## src/hdl/audio_dynamic_rate_control_macros.svh

```systemverilog
// Assertion macros used by the rate control RTL
`ifndef AUDIO_DYNAMIC_RATE_CONTROL_MACROS_SVH
`define AUDIO_DYNAMIC_RATE_CONTROL_MACROS_SVH

// Implication checked at every clock edge outside reset
`define ADRC_ASSERT_IMPL(lbl, prop, msg) \
   lbl: assert property (@(posedge clock) disable iff (reset) prop) else $error(msg);

// Condition that must hold in the cycle after a trigger
`define ADRC_ASSERT_NEXT(lbl, trig, cons, msg) \
   lbl: assert property (@(posedge clock) disable iff (reset) (trig) |=> (cons)) else $error(msg);

`endif

```

## src/hdl/adrc_pkg.sv

```systemverilog
// Shared widths, constants and types for the audio dynamic rate control block
package adrc_pkg;

   parameter int ADRC_NUM_SOURCES = 8;
   parameter int ADRC_MAX_QUEUE   = 8;

   // field widths
   parameter int ADRC_SRC_W    = 3;
   parameter int ADRC_TICK_W   = 32;
   parameter int ADRC_FRAMES_W = 16;
   parameter int ADRC_RATE_W   = 18;
   parameter int ADRC_DEPTH_W  = 4;
   parameter int ADRC_PITCH_W  = 17;
   parameter int ADRC_STATE_W  = 18;
   parameter int ADRC_CSR_IDX_W  = 1;
   parameter int ADRC_CSR_DATA_W = 8;
   parameter int ADRC_EXCL_W     = 8;

   // Q2.16 ratios and filter coefficients
   parameter int ADRC_FRAC_W     = 16;
   parameter int ADRC_Q_ONE      = 65536;
   parameter int ADRC_Q_LOW      = 16384;
   parameter int ADRC_Q_HIGH     = 81920;
   parameter int ADRC_ROUND_HALF = 32768;
   parameter int ADRC_C_SPD_NEW  = 3277;
   parameter int ADRC_C_SPD_OLD  = 62259;
   parameter int ADRC_C_QSTEP    = 2621;
   parameter int ADRC_C_PIT_NEW  = 6554;
   parameter int ADRC_C_PIT_OLD  = 58982;
   parameter int ADRC_TARGET_DEPTH = 4;
   parameter int ADRC_Q_OFFSET   = ADRC_C_QSTEP * ADRC_TARGET_DEPTH;
   parameter int ADRC_GAP_MIN    = 5;
   parameter int ADRC_GAP_MAX    = 500;
   parameter int ADRC_MS_PER_S   = 1000;
   parameter int ADRC_EXCL_RESET = 48;

   // datapath widths
   parameter int ADRC_FK_W   = 26;                        // frames * 1000
   parameter int ADRC_NUM_W  = ADRC_FK_W + ADRC_FRAC_W;   // dividend
   parameter int ADRC_GAP_W  = 9;                         // gap up to 500 ms
   parameter int ADRC_DEN_W  = ADRC_RATE_W + ADRC_GAP_W;  // divisor
   parameter int ADRC_QUO_W  = 18;
   parameter int ADRC_COEF_W = 16;
   parameter int ADRC_ACC_W  = 34;
   parameter int ADRC_QCMP_W = 6;

   typedef enum logic [ADRC_CSR_IDX_W-1:0] {
      CSR_ENABLE   = 1'b0,
      CSR_EXCLUDED = 1'b1
   } csr_reg_type;

   typedef struct packed {
      logic done;
      logic overflow;
   } div_stat_type;

endpackage

```

## src/hdl/adrc_req_if.sv

```systemverilog
// Request channel: one audio buffer report
interface adrc_req_if import adrc_pkg::*; ();
   logic                     valid;
   logic                     ready;
   logic [ADRC_SRC_W-1:0]    source_id;
   logic [ADRC_TICK_W-1:0]   tick_ms;
   logic [ADRC_FRAMES_W-1:0] frame_count;
   logic [ADRC_RATE_W-1:0]   sample_rate;
   logic [ADRC_DEPTH_W-1:0]  queue_depth;
   logic                     bypass;

   modport source (output valid, source_id, tick_ms, frame_count, sample_rate,
                   queue_depth, bypass, input ready);
   modport sink   (input valid, source_id, tick_ms, frame_count, sample_rate,
                   queue_depth, bypass, output ready);
endinterface

```

## src/hdl/adrc_rsp_if.sv

```systemverilog
// Response channel: pitch result for one request
interface adrc_rsp_if import adrc_pkg::*; ();
   logic                    valid;
   logic                    ready;
   logic [ADRC_PITCH_W-1:0] pitch_ratio;
   logic                    pitch_written;
   logic                    stall_reset;

   modport source (output valid, pitch_ratio, pitch_written, stall_reset, input ready);
   modport sink   (input valid, pitch_ratio, pitch_written, stall_reset, output ready);
endinterface

```

## src/hdl/adrc_csr_if.sv

```systemverilog
// Register write channel
interface adrc_csr_if import adrc_pkg::*; ();
   logic                       valid;
   logic                       ready;
   logic [ADRC_CSR_IDX_W-1:0]  index;
   logic [ADRC_CSR_DATA_W-1:0] data;

   modport source (output valid, index, data, input ready);
   modport sink   (input valid, index, data, output ready);
endinterface

```

## src/hdl/adrc_div.sv

```systemverilog
// Bit-serial restoring divider, one quotient bit per cycle, with overflow flag
module adrc_div import adrc_pkg::*; (
   input  logic                  clock,
   input  logic                  reset,
   input  logic                  start,
   input  logic [ADRC_NUM_W-1:0] num,
   input  logic [ADRC_DEN_W-1:0] den,
   output logic [ADRC_QUO_W-1:0] quo,
   output div_stat_type          stat
);

   localparam int CNT_W = $clog2(ADRC_NUM_W + 1);

   logic [ADRC_NUM_W-1:0] num_sh_ff;
   logic [ADRC_DEN_W-1:0] den_ff;
   logic [ADRC_DEN_W-1:0] rem_ff;
   logic [ADRC_DEN_W-1:0] rem_in;
   logic [ADRC_QUO_W-1:0] quo_ff;
   logic                  ovf_ff;
   logic [CNT_W-1:0]      cnt_ff;
   logic                  busy_ff;
   logic                  done_ff;
   logic [ADRC_DEN_W:0]   trial;
   logic [ADRC_DEN_W:0]   diff;
   logic                  take;

   always_comb begin
      trial  = {rem_ff, num_sh_ff[ADRC_NUM_W-1]};
      diff   = trial - {1'b0, den_ff};
      take   = (trial >= {1'b0, den_ff});
      rem_in = take ? diff[ADRC_DEN_W-1:0] : trial[ADRC_DEN_W-1:0];
   end

   always_ff @(posedge clock) begin
      if (reset) begin
         busy_ff <= 1'b0;
         done_ff <= 1'b0;
         cnt_ff  <= '0;
      end else begin
         done_ff <= 1'b0;
         if (start) begin
            busy_ff <= 1'b1;
            cnt_ff  <= CNT_W'(ADRC_NUM_W);
         end else if (busy_ff) begin
            cnt_ff <= cnt_ff - 1'b1;
            if (cnt_ff == CNT_W'(1)) begin
               busy_ff <= 1'b0;
               done_ff <= 1'b1;
            end
         end
      end
   end

   always_ff @(posedge clock) begin
      if (start) begin
         num_sh_ff <= num;
         den_ff    <= den;
         rem_ff    <= '0;
         quo_ff    <= '0;
         ovf_ff    <= 1'b0;
      end else if (busy_ff) begin
         num_sh_ff <= {num_sh_ff[ADRC_NUM_W-2:0], 1'b0};
         rem_ff    <= rem_in;
         quo_ff    <= {quo_ff[ADRC_QUO_W-2:0], take};
         ovf_ff    <= ovf_ff | quo_ff[ADRC_QUO_W-1];
      end
   end

   always_comb begin
      quo           = quo_ff;
      stat.done     = done_ff;
      stat.overflow = ovf_ff;
   end

endmodule

```

## src/hdl/audio_dynamic_rate_control.sv

```systemverilog
// Top level: per-source speed and pitch tracking for audio buffer reports
//
//   channel  dir  accepted when         carries
//   req_ch   in   valid && ready        source, tick, frames, rate, depth, bypass
//   rsp_ch   out  valid && ready        pitch ratio, written flag, stall flag
//   csr_ch   in   valid && ready        register index, write data
//
// A request whose gap is in range runs the bit-serial divide of buffer duration by
// gap and then the filter steps before it responds; other requests skip both.
// One request is in work at a time.
// A response waiting on rsp_ch does not block the next request; a finished
// request waits only if the previous response is still unread.
// Synchronous reset clears all per-source state to its initial values.
`include "audio_dynamic_rate_control_macros.svh"

module audio_dynamic_rate_control import adrc_pkg::*; #(
   parameter int NUM_SOURCES = ADRC_NUM_SOURCES
) (
   input  logic       clock,
   input  logic       reset,
   adrc_req_if.sink   req_ch,
   adrc_rsp_if.source rsp_ch,
   adrc_csr_if.sink   csr_ch
);

   localparam int IDX_W = (NUM_SOURCES > 1) ? $clog2(NUM_SOURCES) : 1;

   typedef enum logic [3:0] {
      ST_IDLE, ST_FETCH, ST_DECIDE, ST_DIV_START, ST_DIV_WAIT,
      ST_SPD_A, ST_SPD_B, ST_TGT, ST_PIT_A, ST_PIT_B, ST_FINISH
   } state_type;

   state_type state_ff;

   // registers
   logic                     enable_ff;
   logic [ADRC_EXCL_W-1:0]   excluded_ff;
   logic [ADRC_TICK_W-1:0]   last_tick_ff [NUM_SOURCES];
   logic [ADRC_STATE_W-1:0]  speed_ff     [NUM_SOURCES];
   logic [ADRC_STATE_W-1:0]  pitch_ff     [NUM_SOURCES];

   // request fields
   logic [ADRC_SRC_W-1:0]    src_ff;
   logic [ADRC_TICK_W-1:0]   now_ff;
   logic [ADRC_FRAMES_W-1:0] frames_ff;
   logic [ADRC_RATE_W-1:0]   rate_ff;
   logic [ADRC_DEPTH_W-1:0]  depth_ff;
   logic [ADRC_DEPTH_W-1:0]  depth_in;
   logic                     bypass_ff;

   // working values
   logic [ADRC_TICK_W-1:0]   lt_ff;
   logic [ADRC_TICK_W-1:0]   delta_ff;
   logic [ADRC_STATE_W-1:0]  fs_ff;
   logic [ADRC_STATE_W-1:0]  ps_ff;
   logic                     range_ok_ff;
   logic                     active_ff;
   logic [ADRC_NUM_W-1:0]    num_ff;
   logic [ADRC_DEN_W-1:0]    den_ff;
   logic [ADRC_ACC_W-1:0]    acc_ff;
   logic [ADRC_STATE_W-1:0]  fs_new_ff;
   logic [ADRC_STATE_W-1:0]  ps_new_ff;
   logic [ADRC_STATE_W-1:0]  tgt_ff;
   logic [ADRC_STATE_W-1:0]  tgt_in;
   logic [ADRC_STATE_W-1:0]  pitch_res_ff;
   logic                     wr_tick_ff;
   logic                     wr_filt_ff;
   logic                     written_ff;
   logic                     stall_ff;

   // response register
   logic                     rsp_valid_ff;
   logic [ADRC_PITCH_W-1:0]  pitch_out_ff;
   logic                     written_out_ff;
   logic                     stall_out_ff;

   logic [IDX_W-1:0]         idx;
   logic                     accept;
   logic                     commit;
   logic                     dec_idle;
   logic                     dec_short;
   logic                     dec_stall;
   logic [ADRC_QUO_W-1:0]    div_quo;
   div_stat_type             div_stat;
   logic [ADRC_STATE_W-1:0]  inst;
   logic [ADRC_COEF_W-1:0]   mul_a;
   logic [ADRC_STATE_W-1:0]  mul_b;
   logic [ADRC_ACC_W-1:0]    prod;
   logic [ADRC_ACC_W-1:0]    sum;
   logic [ADRC_FK_W-1:0]     frames_k;
   logic [ADRC_DEN_W-1:0]    den_in;
   logic [ADRC_STATE_W-1:0]  qadj;
   logic signed [ADRC_STATE_W+1:0] tgt_s;

   assign idx          = IDX_W'(src_ff);
   assign accept       = req_ch.valid && req_ch.ready;
   assign commit       = (state_ff == ST_FINISH) && (!rsp_valid_ff || rsp_ch.ready);
   assign req_ch.ready = (state_ff == ST_IDLE);
   assign csr_ch.ready = 1'b1;

   assign rsp_ch.valid         = rsp_valid_ff;
   assign rsp_ch.pitch_ratio   = pitch_out_ff;
   assign rsp_ch.pitch_written = written_out_ff;
   assign rsp_ch.stall_reset   = stall_out_ff;

   always_comb begin
      if ({2'b00, req_ch.queue_depth} > ADRC_QCMP_W'(ADRC_MAX_QUEUE)) begin
         depth_in = ADRC_DEPTH_W'(ADRC_MAX_QUEUE);
      end else begin
         depth_in = req_ch.queue_depth;
      end
   end

   always_comb begin
      dec_idle  = !range_ok_ff || !active_ff;
      dec_short = (lt_ff == '0) || (delta_ff < ADRC_TICK_W'(ADRC_GAP_MIN));
      dec_stall = (delta_ff > ADRC_TICK_W'(ADRC_GAP_MAX));
   end

   // instant speed from the divider, clamped
   always_comb begin
      if (div_stat.overflow || div_quo > ADRC_QUO_W'(ADRC_Q_HIGH)) begin
         inst = ADRC_STATE_W'(ADRC_Q_HIGH);
      end else if (div_quo < ADRC_QUO_W'(ADRC_Q_LOW)) begin
         inst = ADRC_STATE_W'(ADRC_Q_LOW);
      end else begin
         inst = div_quo;
      end
   end

   // shared filter multiplier
   always_comb begin
      case (state_ff)
         ST_SPD_A: begin
            mul_a = ADRC_COEF_W'(ADRC_C_SPD_NEW);
            mul_b = inst;
         end
         ST_SPD_B: begin
            mul_a = ADRC_COEF_W'(ADRC_C_SPD_OLD);
            mul_b = fs_ff;
         end
         ST_PIT_A: begin
            mul_a = ADRC_COEF_W'(ADRC_C_PIT_NEW);
            mul_b = tgt_ff;
         end
         ST_PIT_B: begin
            mul_a = ADRC_COEF_W'(ADRC_C_PIT_OLD);
            mul_b = ps_ff;
         end
         default: begin
            mul_a = '0;
            mul_b = '0;
         end
      endcase
      prod = ADRC_ACC_W'(mul_a) * ADRC_ACC_W'(mul_b);
      sum  = acc_ff + prod;
   end

   // pitch target: speed plus queue correction, clamped
   always_comb begin
      qadj  = ADRC_STATE_W'(depth_ff) * ADRC_STATE_W'(ADRC_C_QSTEP);
      tgt_s = $signed({2'b00, fs_new_ff}) + $signed({2'b00, qadj})
              - $signed((ADRC_STATE_W+2)'(ADRC_Q_OFFSET));
      if (tgt_s < $signed((ADRC_STATE_W+2)'(ADRC_Q_LOW))) begin
         tgt_in = ADRC_STATE_W'(ADRC_Q_LOW);
      end else if (tgt_s > $signed((ADRC_STATE_W+2)'(ADRC_Q_HIGH))) begin
         tgt_in = ADRC_STATE_W'(ADRC_Q_HIGH);
      end else begin
         tgt_in = tgt_s[ADRC_STATE_W-1:0];
      end
   end

   always_comb begin
      frames_k = ADRC_FK_W'(frames_ff) * ADRC_FK_W'(ADRC_MS_PER_S);
      den_in   = ADRC_DEN_W'(rate_ff) * ADRC_DEN_W'(delta_ff[ADRC_GAP_W-1:0]);
   end

   adrc_div u_div (
      .clock (clock),
      .reset (reset),
      .start (state_ff == ST_DIV_START),
      .num   (num_ff),
      .den   (den_ff),
      .quo   (div_quo),
      .stat  (div_stat)
   );

   // registers
   always_ff @(posedge clock) begin
      if (reset) begin
         enable_ff   <= 1'b0;
         excluded_ff <= ADRC_EXCL_W'(ADRC_EXCL_RESET);
      end else if (csr_ch.valid && csr_ch.ready) begin
         unique case (csr_reg_type'(csr_ch.index))
            CSR_ENABLE:   enable_ff   <= csr_ch.data[0];
            CSR_EXCLUDED: excluded_ff <= csr_ch.data;
         endcase
      end
   end

   // per-source state
   always_ff @(posedge clock) begin
      if (reset) begin
         for (int i = 0; i < NUM_SOURCES; i++) begin
            last_tick_ff[i] <= '0;
            speed_ff[i]     <= ADRC_STATE_W'(ADRC_Q_ONE);
            pitch_ff[i]     <= ADRC_STATE_W'(ADRC_Q_ONE);
         end
      end else if (commit) begin
         if (wr_tick_ff) begin
            last_tick_ff[idx] <= now_ff;
         end
         if (wr_filt_ff) begin
            speed_ff[idx] <= fs_new_ff;
            pitch_ff[idx] <= ps_new_ff;
         end
      end
   end

   // sequencer and registered control outputs
   always_ff @(posedge clock) begin
      if (reset) begin
         state_ff     <= ST_IDLE;
         rsp_valid_ff <= 1'b0;
         wr_tick_ff   <= 1'b0;
         wr_filt_ff   <= 1'b0;
         written_ff   <= 1'b0;
         stall_ff     <= 1'b0;
      end else begin
         if (commit) begin
            rsp_valid_ff <= 1'b1;
         end else if (rsp_ch.ready) begin
            rsp_valid_ff <= 1'b0;
         end
         unique case (state_ff)
            ST_IDLE: begin
               if (accept) begin
                  state_ff <= ST_FETCH;
               end
            end
            ST_FETCH: begin
               state_ff <= ST_DECIDE;
            end
            ST_DECIDE: begin
               wr_tick_ff <= 1'b0;
               wr_filt_ff <= 1'b0;
               written_ff <= 1'b0;
               stall_ff   <= 1'b0;
               state_ff   <= ST_FINISH;
               if (!dec_idle) begin
                  wr_tick_ff <= 1'b1;
                  if (!dec_short) begin
                     wr_filt_ff <= 1'b1;
                     written_ff <= 1'b1;
                     if (dec_stall) begin
                        stall_ff <= 1'b1;
                     end else begin
                        state_ff <= ST_DIV_START;
                     end
                  end
               end
            end
            ST_DIV_START: state_ff <= ST_DIV_WAIT;
            ST_DIV_WAIT: begin
               if (div_stat.done) begin
                  state_ff <= ST_SPD_A;
               end
            end
            ST_SPD_A: state_ff <= ST_SPD_B;
            ST_SPD_B: state_ff <= ST_TGT;
            ST_TGT:   state_ff <= ST_PIT_A;
            ST_PIT_A: state_ff <= ST_PIT_B;
            ST_PIT_B: state_ff <= ST_FINISH;
            ST_FINISH: begin
               if (commit) begin
                  state_ff <= ST_IDLE;
               end
            end
            default: state_ff <= ST_IDLE;
         endcase
      end
   end

   // datapath
   always_ff @(posedge clock) begin
      if (accept) begin
         src_ff    <= req_ch.source_id;
         now_ff    <= req_ch.tick_ms;
         frames_ff <= req_ch.frame_count;
         rate_ff   <= req_ch.sample_rate;
         depth_ff  <= depth_in;
         bypass_ff <= req_ch.bypass;
      end
      case (state_ff)
         ST_FETCH: begin
            lt_ff       <= last_tick_ff[idx];
            delta_ff    <= now_ff - last_tick_ff[idx];
            fs_ff       <= speed_ff[idx];
            ps_ff       <= pitch_ff[idx];
            range_ok_ff <= (int'(src_ff) < NUM_SOURCES);
            active_ff   <= enable_ff && !bypass_ff && !excluded_ff[src_ff]
                           && (rate_ff != '0);
         end
         ST_DECIDE: begin
            num_ff       <= {frames_k, ADRC_FRAC_W'(0)};
            den_ff       <= den_in;
            pitch_res_ff <= range_ok_ff ? ps_ff : '0;
            fs_new_ff    <= ADRC_STATE_W'(ADRC_Q_ONE);
            ps_new_ff    <= ADRC_STATE_W'(ADRC_Q_ONE);
            if (!dec_idle && !dec_short && dec_stall) begin
               pitch_res_ff <= ADRC_STATE_W'(ADRC_Q_ONE);
            end
         end
         ST_SPD_A: acc_ff    <= ADRC_ACC_W'(ADRC_ROUND_HALF) + prod;
         ST_SPD_B: fs_new_ff <= sum[ADRC_ACC_W-1:ADRC_FRAC_W];
         ST_TGT:   tgt_ff    <= tgt_in;
         ST_PIT_A: acc_ff    <= ADRC_ACC_W'(ADRC_ROUND_HALF) + prod;
         ST_PIT_B: begin
            ps_new_ff    <= sum[ADRC_ACC_W-1:ADRC_FRAC_W];
            pitch_res_ff <= sum[ADRC_ACC_W-1:ADRC_FRAC_W];
         end
         default: ;
      endcase
      if (commit) begin
         pitch_out_ff   <= pitch_res_ff[ADRC_PITCH_W-1:0];
         written_out_ff <= written_ff;
         stall_out_ff   <= stall_ff;
      end
   end

   `ADRC_ASSERT_IMPL(a_stall_has_write, rsp_valid_ff |-> (!stall_out_ff || written_out_ff), "stall response without pitch write")
   `ADRC_ASSERT_IMPL(a_pitch_range, rsp_valid_ff |-> (pitch_out_ff == '0 || (pitch_out_ff >= ADRC_PITCH_W'(ADRC_Q_LOW) && pitch_out_ff <= ADRC_PITCH_W'(ADRC_Q_HIGH))), "pitch ratio out of range")
   `ADRC_ASSERT_IMPL(a_div_done_wait, div_stat.done |-> (state_ff == ST_DIV_WAIT), "divider finished outside wait state")
   `ADRC_ASSERT_NEXT(a_accept_fetch, req_ch.valid && req_ch.ready, state_ff == ST_FETCH, "accepted request not fetched")

endmodule

```

## src/flat_wrapper.sv

```systemverilog
// flat-port wrapper written by rule: the top's interface ports become plain ports
module audio_dynamic_rate_control_flat import adrc_pkg::*;
#(
   parameter int NUM_SOURCES = ADRC_NUM_SOURCES
)
  (clock, reset, req_ch_valid, req_ch_source_id, req_ch_tick_ms, req_ch_frame_count, req_ch_sample_rate, req_ch_queue_depth, req_ch_bypass, req_ch_ready, rsp_ch_valid, rsp_ch_pitch_ratio, rsp_ch_pitch_written, rsp_ch_stall_reset, rsp_ch_ready, csr_ch_valid, csr_ch_index, csr_ch_data, csr_ch_ready);
  adrc_req_if req_ch_i ();
  adrc_rsp_if rsp_ch_i ();
  adrc_csr_if csr_ch_i ();
  input  logic clock;
  input  logic reset;
  input wire logic [$bits(req_ch_i.valid)-1:0] req_ch_valid;
  input wire logic [$bits(req_ch_i.source_id)-1:0] req_ch_source_id;
  input wire logic [$bits(req_ch_i.tick_ms)-1:0] req_ch_tick_ms;
  input wire logic [$bits(req_ch_i.frame_count)-1:0] req_ch_frame_count;
  input wire logic [$bits(req_ch_i.sample_rate)-1:0] req_ch_sample_rate;
  input wire logic [$bits(req_ch_i.queue_depth)-1:0] req_ch_queue_depth;
  input wire logic [$bits(req_ch_i.bypass)-1:0] req_ch_bypass;
  output wire logic [$bits(req_ch_i.ready)-1:0] req_ch_ready;
  output wire logic [$bits(rsp_ch_i.valid)-1:0] rsp_ch_valid;
  output wire logic [$bits(rsp_ch_i.pitch_ratio)-1:0] rsp_ch_pitch_ratio;
  output wire logic [$bits(rsp_ch_i.pitch_written)-1:0] rsp_ch_pitch_written;
  output wire logic [$bits(rsp_ch_i.stall_reset)-1:0] rsp_ch_stall_reset;
  input wire logic [$bits(rsp_ch_i.ready)-1:0] rsp_ch_ready;
  input wire logic [$bits(csr_ch_i.valid)-1:0] csr_ch_valid;
  input wire logic [$bits(csr_ch_i.index)-1:0] csr_ch_index;
  input wire logic [$bits(csr_ch_i.data)-1:0] csr_ch_data;
  output wire logic [$bits(csr_ch_i.ready)-1:0] csr_ch_ready;
  assign req_ch_i.valid = req_ch_valid;
  assign req_ch_i.source_id = req_ch_source_id;
  assign req_ch_i.tick_ms = req_ch_tick_ms;
  assign req_ch_i.frame_count = req_ch_frame_count;
  assign req_ch_i.sample_rate = req_ch_sample_rate;
  assign req_ch_i.queue_depth = req_ch_queue_depth;
  assign req_ch_i.bypass = req_ch_bypass;
  assign req_ch_ready = req_ch_i.ready;
  assign rsp_ch_valid = rsp_ch_i.valid;
  assign rsp_ch_pitch_ratio = rsp_ch_i.pitch_ratio;
  assign rsp_ch_pitch_written = rsp_ch_i.pitch_written;
  assign rsp_ch_stall_reset = rsp_ch_i.stall_reset;
  assign rsp_ch_i.ready = rsp_ch_ready;
  assign csr_ch_i.valid = csr_ch_valid;
  assign csr_ch_i.index = csr_ch_index;
  assign csr_ch_i.data = csr_ch_data;
  assign csr_ch_ready = csr_ch_i.ready;
  audio_dynamic_rate_control #(.NUM_SOURCES(NUM_SOURCES)) u_core (.clock(clock), .reset(reset), .req_ch(req_ch_i), .rsp_ch(rsp_ch_i), .csr_ch(csr_ch_i));
endmodule
```

## config.mk

```make
export PLATFORM = sky130hd
export DESIGN_NAME = audio_dynamic_rate_control_flat
export DESIGN_NICKNAME = d
export VERILOG_FILES = /design/src/hdl/adrc_pkg.sv /design/src/hdl/adrc_req_if.sv /design/src/hdl/adrc_rsp_if.sv /design/src/hdl/adrc_csr_if.sv /design/src/hdl/adrc_div.sv /design/src/hdl/audio_dynamic_rate_control.sv /design/src/flat_wrapper.sv
export VERILOG_INCLUDE_DIRS = /design/src /design/src/hdl
export SDC_FILE = /design/constraint.sdc
export NUM_CORES = 2
export LEC_CHECK = 0
export ABC_AREA = 0
export ABC_CLOCK_PERIOD_IN_PS = 16700
export BUFFER_PORTS_ARGS = -buffer_cell sky130_fd_sc_hd__buf_2
export CORE_ASPECT_RATIO = 1.4
export CORE_MARGIN = 1.5
export CORE_UTILIZATION = 32
export CTS_CLUSTER_DIAMETER = 120
export DETAILED_ROUTE_END_ITERATION = 10
export PLACE_DENSITY = 0.48
export SYNTH_ARGS = -nofsm -noshare
export SYNTH_HDL_FRONTEND = slang
export SYNTH_SLANG_ARGS = --single-unit
```

## constraint.sdc

```tcl
create_clock -name clock -period 16.7 [get_ports clock]
set_clock_uncertainty 0.15 [all_clocks]
set_input_delay 0.835 -clock clock [delete_from_list [all_inputs] [get_ports clock]]
set_output_delay 0.835 -clock clock [all_outputs]
set_load 0.02 [all_outputs]
```

Word level (Yosys, flattened, before mapping)

Memory sizes are Yosys's and may differ from the RTL's. A register that Yosys moved wholly into a read port is not among the register bits.
Cells that the tools add are included.
Widths: inputs -> output; s select.

$add $sub $neg: 7
Reductions and logical operators: 31
Multipliers: 4
Eq/ne operators: 14
Bitwise operators: 3
Order comparisons: 9
Muxes and demuxes: 55

Operators by type and width:

| operator               | count |
|---|---|
| $mux 42                | 2 |
| $mux 18                | 4 |
| $pmux 18 s2            | 2 |
| $pmux 18 s4            | 1 |
| $pmux 16 s4            | 1 |
| $pmux 4 s11            | 1 |
| $reduce_or 18->1       | 2 |
| $add 16x34->34 const A | 1 |
| $add 34x34->34         | 1 |
| $mul 16x18->34         | 1 |
| $mux 17                | 2 |
| $pmux 17 s2            | 1 |
| $gt 32x9->1 const B    | 1 |
| $logic_not 32->1       | 1 |
| $lt 32x3->1 const B    | 1 |
| $mux 32                | 1 |
| $reduce_or 32->1       | 1 |
| $sub 32x32->32         | 1 |
| $ge 28x27->1           | 1 |
| $mul 18x9->27          | 1 |
| $mux 27                | 1 |
| $sub 27x27->27         | 1 |
| $mux 1                 | 26 |
| $mux 4                 | 6 |
| 33 further kinds       | 62 |

Memory bits (writable): 544
Flip-flop bits (word level): 452
Word-level logic and storage cells: 163
Memories kept: 3
Input port bits: 88
Output and inout port bits: 22

Memories:

| name                | words | bits a word | rd ports | clocked after Yosys merged registers in | wr ports | line                             | source |
|---|---|---|---|---|---|---|---|
| u_core.last_tick_ff | 8     | 32          | 1        | 1                                       | 8        | audio_dynamic_rate_control.sv:38 | `logic [ADRC_TICK_W-1:0] last_tick_ff [NUM_SOURCES];` |
| u_core.pitch_ff     | 8     | 18          | 1        | 1                                       | 8        | audio_dynamic_rate_control.sv:40 | `logic [ADRC_STATE_W-1:0] pitch_ff [NUM_SOURCES];` |
| u_core.speed_ff     | 8     | 18          | 1        | 1                                       | 8        | audio_dynamic_rate_control.sv:39 | `logic [ADRC_STATE_W-1:0] speed_ff [NUM_SOURCES];` |

Depth between registers and ports, before layout

Depth after elaboration: 8
Depth in mapped cells: 42
Mapped depth without buffers: 41

Cells and area by module

Synthesis repeated with hierarchy kept, for this count alone.

Cell total of the unflattened synthesis: 5217
Area total of the unflattened synthesis: 63223.1 µm²

Modules (own cells, without submodules):

| module                     | cells each | sequential area each (µm²) | area each (µm²) | times used |
|---|---|---|---|---|
| audio_dynamic_rate_control | 4635       | 27216.1                    | 56920.8         | 1 |
| adrc_div                   | 582        | 3153.0                     | 6302.3          | 1 |

Worst setup path before layout

No wires, ideal clock.

Kind: register to register
Start point: register u_core.state_ff[1]
End point: register u_core.pitch_res_ff[16], data pin
Data required time: 16280 ps
Stages on the path, launching flop included: 39
Arrival: 9940 ps
Path slack: 6340 ps
Clock period less this slack: 10360 ps
Path buffers: 4
Path through: dfxtp_1 -> clkbuf_1 -> nor4_1 -> clkbuf_1 -> nor2_1 -> inv_1 -> buf_1 -> nand2_1 -> fa_1 -> fa_1 -> inv_1 -> fa_1 -> inv_1 -> fa_1 -> inv_1 -> fa_1 -> inv_1 -> fa_1 -> [3 not listed] -> a2111o_1 -> a31oi_1 -> o22ai_1 -> o31a_1 -> o311ai_0 -> inv_1 -> ha_1 -> clkbuf_1 -> a21oi_1 -> o21ai_0 -> a21o_1 -> a21oi_1 -> nor2_1 -> a211oi_1 -> o41ai_4 -> a31oi_1 -> xor2_1 -> a21oi_1

Word-level cells in the longest chain between the ends: 5
Elaborated cells between the ends (all ways): 10

RTL lines:

| item                                       | line                                                                 | source |
|---|---|---|
| start: declaration                         | audio_dynamic_rate_control.sv:33                                     | `state_type state_ff;` |
| start signal: assignment                   | audio_dynamic_rate_control.sv:223                                    | `state_ff <= ST_IDLE;` |
| start signal: assignment                   | audio_dynamic_rate_control.sv:238                                    | `state_ff <= ST_FETCH;` |
| start signal: assignment                   | audio_dynamic_rate_control.sv:242                                    | `state_ff <= ST_DECIDE;` |
| $eq 4x4->1, or another cell as far along   | audio_dynamic_rate_control.sv:133, audio_dynamic_rate_control.sv:294 |  |
| $pmux 16 s4 or $pmux 18 s4 (tied branches) | audio_dynamic_rate_control.sv:133                                    | `case (state_ff)` |
| $mul 16x18->34                             | audio_dynamic_rate_control.sv:155                                    | `prod = ADRC_ACC_W'(mul_a) * ADRC_ACC_W'(mul_b);` |
| $add 34x34->34                             | audio_dynamic_rate_control.sv:156                                    | `sum = acc_ff + prod;` |
| $pmux 17 s2 (*)                            | audio_dynamic_rate_control.sv:294                                    | `case (state_ff)` |
| end signal: assignment                     | audio_dynamic_rate_control.sv:307                                    | `pitch_res_ff <= range_ok_ff ? ps_ff : '0;` |
| end signal: assignment                     | audio_dynamic_rate_control.sv:311                                    | `pitch_res_ff <= ADRC_STATE_W'(ADRC_Q_ONE);` |
| end signal: assignment                     | audio_dynamic_rate_control.sv:320                                    | `pitch_res_ff <= sum[ADRC_ACC_W-1:ADRC_FRAC_W];` |
| end: declaration                           | audio_dynamic_rate_control.sv:65                                     | `logic [ADRC_STATE_W-1:0] pitch_res_ff;` |

Mark *: on every way between the ends. The rest lies on a longest branch, timed or not.
A chain may end at the register's enable or synchronous reset.

Worst setup path in the final report

Start point: register u_core.state_ff[3]
End point: register u_core.pitch_res_ff[15], data pin

The elaborated chain is that of the path after synthesis.

==> results.yml <==
sta:
  finalSetupViolations: 0
  hold-worst-slack_ns: 0.132
  grt_setup_unrepaired: "false"
  slew_headroom_pct: 11.7
  final_hold_viol_count: 0
  slew_viol_final: 0
  max_freq_mhz: 87.0
  finalWorstSetupSlack_ns: 5.20
  period_needed_ns: 11.50
  tns_ns: 0
  fin_crit_sh_pct: 68.9
  worst_slew_pin_slew_ns: 1.32
hold_path:
  hp-class: "in -> reg"
power_and_ir_drop:
  power_mw: 11.6
  power_switching_mw: 4.44
  p_sw_share_pct: 38.4
  combPwrFrac_pct: 47.5
  internal-power_mw: 7.11
  seqPwrFrac_pct: 31.7
  clockPowerShare_pct: 20.9
  power.density_nw_per_um2: 168
  p_leak_nw: 28.5
  ir_worst_vdd_mv: 0.201
logic_synthesis:
  netlist_instances: 5096
  synthTopCellsByArea: "edfxtp_1 46%, fa_1 13%, ha_1 7.1%"
  netlist.area_leader.share_pct: 45.7
  syn_area_um2: 61900
  synth_seq_cells: 1017
  synth-async-reset-ratio_pct: 0
  synth-warning-count: 0
  synth_nets: 5940
  yosysMostFrequentCell: "edfxtp_1"
  synth_top_flop_cell: "edfxtp_1"
  yosysTopAreaCell: "edfxtp_1"
  synth_edf_count: 943
  avgSynthCellArea_um2: 12.1
  ys_seq_area_share_pct: 48.1
  yosysUniqueCellTypes: 93
  synth_top_cells_by_count: "943 x edfxtp_1, 565 x inv_1, 564 x and2_1"
clocking:
  clk_pin_slew_ns: 0.07
  post_cts_buffers: 0
  cts_tree: "yes"
  post_cts_resized: 0
  h-tree-depth: 3
  cts_root_buffer: "clkbuf_16"
  clock_sinks: 1017
  numCtsBuffers: 107
  cts_buffer_depth: 3
  clk_latency_ns: 0.74
  holdBufCountCts: 0
critical_path:
  r2r_end: "u_core.pitch_res_ff[15]"
  reg2reg_depth: 37
  crit_start: "u_core.state_ff[3]"
  crit_path_end: "u_core.pitch_res_ff[15]"
  worst-path-max-fanout: 32
  slowest_stage: "a22oi_1"
  arrival_ns: 11.80
  r2r_slack_ns: 5.20
  endpoint_kind: "flop"
  slowest_delay_ns: 0.90
  worstPathRequired_ns: 17.00
  critical_path_class: "reg -> reg"
  worstReg2RegStart: "u_core.state_ff[3]"
  start_kind: "flop"
global_route:
  grt_pass1_vias: 41300
  antenna_found_initial: 14
  grt_max_degree: 77
  grt_pass1_wl_mm: 266
  grt.overflow.total: 0
  grtUsageTotal_pct: 18.2
floorplanning:
  io_pins: 110
  core_um2: 192000
  start_util_pct: 32.3
  placementRows: 190
  die_h_um: 523
  dieArea_um2: 196000
  die_x_um: 375
drt:
  wl_per_cell_um: 22.9
  drt_iter0_drc: 2177
  vias_per_cell: 4.98
  finalWirelength_mm: 178
  firstDrtPassIters: 5
  ant_nets: 0
  vias: 38700
  drc: 0
place:
  detailedPlace.worstSlack_ns: 5.23
  place_hpwl_mm: 125
  gp_congestion: 0.930
  port_buffers: 108
layout:
  final_layout_size_suffix_gt1_share_pct: 9.44
  layout.nets: 6021
  area_growth_pct: 11.3
outcome:
  outcome: "finished, final reports clean"
flow_run:
  drv_cap: 0
sequential cells by signal, indices dropped and copies added, names as in the netlist, 23 cells and up, named ones only:
name,flops
u_core.u_div.den_ff,27
u_core.now_ff,32
u_core.den_ff,27
u_core.last_tick_ff,256
u_core.acc_ff,34
u_core.delta_ff,32
u_core.u_div.rem_ff,27
u_core.num_ff,23
u_core.lt_ff,32
u_core.u_div.num_sh_ff,23
u_core.pitch_ff,144
u_core.speed_ff,144
area by class of cell:
class | count | area, um^2
fillers | 18700 | 123000
flip-flops and latches | 1017 | 29800
multi-input cells | 3307 | 29300
well taps | 2496 | 3120
clock buffers | 140 | 2950
inverters | 572 | 2150
repair buffers | 172 | 1020
clock inverters | 59 | 526
diodes | 5 | 12.5
power groups by stage:
| stage | Sequential, mW | Clock [mW] | Combinational [mW] |
|---|---|---|---|
| global placement | 3.71 | 0 | 5.50 |
| finish | 3.66 | 2.41 | 5.48 |
| floorplan | 3.54 | 0 | 4.35 |
| CTS | 3.66 | 2.48 | 5.58 |
| global route | 3.70 | 2.56 | 6.21 |
| detailed placement | 3.72 | 0 | 5.54 |
logic make-up (layout without fill, tap and decap cells):
| kind of cell | count (synthesis) | in the layout | share of synthesized area [%] |
|---|---|---|---|
| mux | 143 | 143 | 3.64 |
| compound gates | 728 | 728 | 7.95 |
| fa+ha+maj | 756 | 756 | 20.2 |
| simple gates | 1510 | 1510 | 12.9 |
| other cells | 2 | 7 | 0.0121 |
| flops | 1017 | 1017 | 48.1 |
| xor+xnor | 168 | 168 | 2.44 |
| buf+inv | 772 | 943 | 4.71 |
layer usage:
layer / up-vias / wire, um / part of all wire, % / GRT usage, %
li1: 17900 / - / - / -
met1: 19800 / 71000 / 40 / 21.0
met2: 717 / 94900 / 53 / 34.4
met3: 276 / 5860 / 3.3 / 1.95
met4: 4 / 6360 / 3.6 / 6.75
met5: - / 34 / 0.019 / 0
worst min-delay path by stage:
stage,from,depth (start not counted),slack (ns),endpoint
finish,req_ch_tick_ms[9],1,0.13,u_core.now_ff[9]
floorplan,u_core.pitch_res_ff[0],0,0.25,u_core.rsp_ch.pitch_ratio[0]
global route,req_ch_tick_ms[23],1,0.08,u_core.now_ff[23]
detailed placement,u_core.den_ff[20],0,0.25,u_core.u_div.den_ff[20]
CTS,req_ch_tick_ms[22],1,0.06,u_core.now_ff[22]
global placement,u_core.den_ff[0],0,0.25,u_core.u_div.den_ff[0]
worst max-delay path, delay by kind of cell, from the launching register on:
family	cells	cell delay (ns)
AO/OA/AOI/OAI	14	3.99
adder cells (fa/ha/maj)	8	3.88
AND/OR/NAND/NOR	7	1.29
buffers and inverters	7	0.77
flip-flops	1	0.67
XOR/XNOR	1	0.40
layout by cell type (no fill, tap or decap), types with 65 or more instances in the layout:
cell and instances:
xnor2_1 116, fa_1 405, nor3_1 82, buf_2 108, mux2i_1 71, a22oi_1 160, inv_1 562, nor2_1 180
clkbuf_16 110, and2_1 563, nand2_1 362, a21o_1 89, a21oi_1 192, o21ai_0 95, mux4_2 65, ha_1 351
dfxtp_1 70, edfxtp_1 943
through the flow:
step                      utilization [%]  std cells  cell area [um^2]
after floorplan                         -       5096             61900
after global placement               34.1       7564             65400
after detailed placement             34.1       7564             65400
after CTS                            35.9       7763             68900
after global routing                 35.9       7766             68900
final                                35.9       7768             68900
Power figures use the tool's default switching activity.
